--- src/rtl/kpm_pkg.sv ---
// Shared types and constants for the k-means point move engine.
// No dependencies; used by kpm_div and kmeans_point_move_engine.
package kpm_pkg;

    localparam int KpmMaxClusters = 64;
    localparam int KpmMaxDims     = 64;
    localparam int KpmMaxPoints   = 65535;

    localparam int NumW   = 57;   // widest dividend: 56-bit product plus rounding
    localparam int DivW   = 17;   // divisor n+1 or n-1 of a 16-bit count
    localparam int IterW  = 6;

    localparam logic [39:0] SUM_MAX  = 40'hFF_FFFF_FFFF;
    localparam logic [46:0] COST_MAX = 47'h7FFF_FFFF_FFFF;

    localparam logic [1:0] ST_OK    = 2'd0;
    localparam logic [1:0] ST_SAT   = 2'd1;
    localparam logic [1:0] ST_INVAL = 2'd2;

    typedef enum logic [2:0] {
        OP_LOAD_COORD = 3'd0,
        OP_LOAD_COUNT = 3'd1,
        OP_EVAL_MOVE  = 3'd2,
        OP_APPLY_MOVE = 3'd3,
        OP_ADD_COST   = 3'd4,
        OP_CLEAR      = 3'd5
    } op_t;

    typedef struct packed {
        logic              start;
        logic [NumW-1:0]   numer;   // dividend, left aligned
        logic [IterW-1:0]  iters;   // quotient bits to produce
        logic [DivW-1:0]   divisor;
    } div_req_t;

    typedef struct packed {
        logic              busy;
        logic              done;
        logic [NumW-1:0]   quot;
    } div_res_t;

endpackage

--- src/rtl/kpm_div.sv ---
// Shared iterative restoring divider, one quotient bit per cycle.
// Depends on kpm_pkg for the request and result structs.
module kpm_div
    import kpm_pkg::*;
(
    input  logic     aclk,
    input  logic     aresetn,
    input  div_req_t req,
    output div_res_t res
);

    logic [NumW-1:0]  q_reg, q_next;
    logic [DivW-1:0]  rem_reg, rem_next;
    logic [DivW-1:0]  d_reg, d_next;
    logic [IterW-1:0] cnt_reg, cnt_next;
    logic             busy_reg, busy_next;
    logic             done_reg, done_next;
    logic [DivW:0]    trial;
    logic             ge;

    always_comb begin
        trial     = {rem_reg, q_reg[NumW-1]};
        ge        = trial >= {1'b0, d_reg};
        q_next    = q_reg;
        rem_next  = rem_reg;
        d_next    = d_reg;
        cnt_next  = cnt_reg;
        busy_next = busy_reg;
        done_next = 1'b0;
        if (req.start) begin
            q_next    = req.numer;
            rem_next  = '0;
            d_next    = req.divisor;
            cnt_next  = req.iters;
            busy_next = 1'b1;
        end else if (busy_reg) begin
            q_next   = {q_reg[NumW-2:0], ge};
            rem_next = ge ? DivW'(trial - {1'b0, d_reg}) : trial[DivW-1:0];
            cnt_next = cnt_reg - IterW'(1);
            if (cnt_reg == IterW'(1)) begin
                busy_next = 1'b0;
                done_next = 1'b1;
            end
        end
    end

    always_ff @(posedge aclk) begin
        if (!aresetn) begin
            busy_reg <= 1'b0;
            done_reg <= 1'b0;
            cnt_reg  <= '0;
        end else begin
            busy_reg <= busy_next;
            done_reg <= done_next;
            cnt_reg  <= cnt_next;
        end
        q_reg   <= q_next;
        rem_reg <= rem_next;
        d_reg   <= d_next;
    end

    assign res.busy = busy_reg;
    assign res.done = done_reg;
    assign res.quot = q_reg;

endmodule

--- config.mk ---
export PLATFORM = sky130hd
export DESIGN_NAME = kpm_div
export DESIGN_NICKNAME = d
export VERILOG_FILES = /design/src/rtl/kpm_pkg.sv /design/src/rtl/kpm_div.sv
export SDC_FILE = /design/constraint.sdc
export NUM_CORES = 1
export LEC_CHECK = 0
export ABC_AREA = 1
export ABC_CLOCK_PERIOD_IN_PS = 4000
export BUFFER_PORTS_ARGS = -buffer_cell sky130_fd_sc_hd__buf_2
export CORE_ASPECT_RATIO = 0.6
export CORE_MARGIN = 3
export CORE_UTILIZATION = 58
export DETAILED_ROUTE_END_ITERATION = 10
export HOLD_SLACK_MARGIN = 0.12
export PLACE_DENSITY = 0.86
export SYNTH_ARGS = -nofsm -noshare
export SYNTH_HDL_FRONTEND = slang
export SYNTH_SLANG_ARGS = --single-unit
--- constraint.sdc ---
create_clock -name aclk -period 4 [get_ports aclk]
set_clock_uncertainty 0.05 [all_clocks]
set_input_delay 0.8 -clock aclk [delete_from_list [all_inputs] [get_ports aclk]]
set_output_delay 0.8 -clock aclk [all_outputs]
set_load 0.01 [all_outputs]
==> impl_metrics.yaml <==
critical_path:
  path_class: "flop to flop"
  crit_required_ns: 4.25
  cp-end-kind: "flop"
  critPathMaxFanout: 19
  cp_data_arrival_time_ns: 2.72
  cp-start-kind: "flop"
floorplanning:
  rows: 26
  core_area_mm2: 0.008816
  die_h_um: 81.12
  dieArea_mm2: 0.01064
  die_w_um: 131.2
  io_pins: 142
  start_util: 0.6186
global_routing:
  busiest_layer: "met2"
  grt_max_degree: 80
  grt_first_pass_wirelength_um: 21790
  grtUsageMet2: 0.3936
  use_met1: 0.3571
  gr-usage-met3: 0.08354
  grt_pass1_vias: 4542
  track_usage: 0.2575
  antenna_found_initial: 0
  grt_overflow: 0
finish:
  nets: 909
  final_area_mm2: 0.006525
  drive_gt1_frac: 0.2392
  largest_register_ff_count: 57
  fillers: 664
  synthToLayoutAreaGrowth_pct: 19.64
  diodes: 0
power:
  power_mw: 2.524
  power_frac_comb: 0.148
  p_sw_frac: 0.2702
  netSwitchingPower_mw: 0.6819
  power_density_mw_per_mm2: 386.8
  peakVddDrop_mv: 0.2543
  clock_power_share: 0.356
  p_seq_frac: 0.496
  intPower_mw: 1.842
  leakagePower_nw: 3.453
logic_synthesis:
  seq_area_frac_synth: 0.4992
  yosysUniqueCellTypes: 34
  synth_fp_nets: 776
  synth_area_mm2: 0.005454
  avgSynthCellArea_um2: 8.104
  yosysWarningCount: 0
  synth_seq_cells: 99
  netlist_instances: 673
placed_design:
  io_buffers: 141
  place_ws_ns: 1.327
  dpl.hpwl_um: 9805
  postPlaceCellArea_mm2: 0.006218
  globalplace.congestion: 0.9972
timing:
  finalWorstSetupSlack_ns: 1.532
  max_freq_mhz: 405.2
  final_hold_viol_count: 0
  whs_ns: 0.4244
  drv_slew: 0
  rsz0062_at_grt: "false"
  finalSetupViolations: 0
  fin_tns_setup_ns: 0
  worst_pin_slew_ns: 1.246
  relSlewSlack: 0.1680
  period_needed_ns: 2.468
  min_period_over_period: 0.6170
flow_run:
  drv_cap: 0
detailed_routing:
  first_pass_iters: 5
  drc: 0
  drtIter0Drc: 484
  drt_wl_total_um: 13860
  wire_per_inst_um: 14.80
  num_vias: 4879
  viasPerCell: 5.207
  ant_nets: 0
cts:
  post_cts_resized: 0
  cts_hold_buf: 0
  clock-root-buffer: "clkbuf_16"
  clk_pin_slew_ns: 0.07
  cts.sinks: 99
  cts_buffer_depth: 2
  cts_setup_buffers: 0
  htreeDepth: 3
  cts_tree: "yes"
  cts-buffers-inserted: 9
  clk_latency_ns: 0.35
outcome:
  status: "completed"
hold_path:
  hp-class: "flop to flop"
==> through the flow <==
| step | instances | utilization |
|---|---|---|
| 6_report | 937 | 0.7401 |
| 5_1_grt | 937 | 0.7401 |
| 4_1_cts | 937 | 0.7401 |
| 3_5_place_dp | 921 | 0.7054 |
| 3_3_place_gp | 921 | 0.7054 |
| 2_1_floorplan | 673 | - |
==> routing by layer <==
layer | routed length [µm] | share of wire
met5 | 0 | 0
met3 | 1518 | 0.11
met1 | 6035 | 0.44
met4 | 316 | 0.023
met2 | 5993 | 0.43
==> cell usage after synthesis, drive strengths merged <==
cell type    n  area, µm²
a21oi       10      53.80
inv         78      292.8
ha          19      237.7
nand2      339       1328
or2          1      6.260
xor2         3      26.28
edfxtp      74       2222
a22oi        1      7.510
buf         11      80.08
fa           1      20.02
dfxtp       25      500.5
nand3       33      220.2
xnor2        6      52.55
clkbuf      11      41.29
clkinv       1      3.750
o311ai       1      8.760
nor3         4      20.02
nor2        21      96.34
nand3b      21      157.7
a31oi        4      25.02
nand4        3      18.77
o21ai        5      28.78
and2         1      6.260
==> path summary, 6_finish.rpt <==
check	cells past startpoint	slack [ns]	endpoint	startpoint
setup / recovery	13	1.53	rem_reg[14]	q_reg[56]
hold / removal	2	0.42	rem_reg[8]	rem_reg[8]
hold reg to reg	2	0.42	rem_reg[8]	rem_reg[8]
setup reg to reg	13	1.53	rem_reg[14]	q_reg[56]
==> cells by family (layout without fill, tap and decap cells) <==
group,Yosys count,count (layout),share of synthesized area
AOI/OAI and AO/OA,21,21,0.02271
xor gates and xnor gates,9,9,0.01445
adders and majority gates,20,20,0.04726
and+or+nand+nor,423,423,0.3398
buffers and inverters,101,239,0.07662
DFF,99,99,0.4992
==> critical path, cell delays in order, from the launching register on <==
cell      delay [ns]
edfxtp_1        0.40
inv_1           0.09
ha_1            0.15
inv_1           0.06
fa_1            0.44
nand2_1         0.11
nand3_2         0.13
nand2_2         0.12
nand2_4         0.06
nand2_4         0.23
nand2_4         0.24
nand2_1         0.15
nand3_1         0.08
nand2_1         0.09
==> power by group through the flow <==
stage / sequential (mW) / combinational (mW) / clock, mW
final: 1.25 / 0.373 / 0.899
after global routing: 1.26 / 0.413 / 0.949
after CTS: 1.25 / 0.370 / 0.914
after detailed placement: 1.27 / 0.367 / 0
after global placement: 1.27 / 0.354 / 0
after floorplan: 1.30 / 0.182 / 0
==> final cells by class <==
| cell class | count | area (µm²) | area share |
|---|---|---|---|
| repair buffers | 144 | 728.2 | 0.1116 |
| flip-flops and latches | 99 | 2723 | 0.4173 |
| well taps | 126 | 157.7 | 0.02416 |
| multi-input cells | 473 | 2313 | 0.3546 |
| inverters | 79 | 296.5 | 0.04545 |
| clock buffers | 9 | 225.2 | 0.03452 |
| clock inverters | 7 | 81.33 | 0.01246 |
==> cells in the final DEF (no fill, tap or decap), types with 2 or more instances in the layout <==
cell / instances
nand3_1: 22
nor2_1: 18
nand2_2: 13
nand4_1: 3
buf_4: 3
inv_6: 2
edfxtp_1: 74
nor2_4: 2
nand2_4: 3
clkinv_1: 2
a31oi_1: 4
dfxtp_1: 25
nand3b_1: 21
nand3_2: 11
nor3_1: 4
a21oi_1: 9
nand2_1: 323
o21ai_0: 4
xnor2_1: 6
clkbuf_16: 9
inv_2: 2
ha_1: 19
xor2_1: 3
buf_2: 141
inv_1: 76
inv_8: 2
Note: power is estimated with default switching activity, not from simulation.
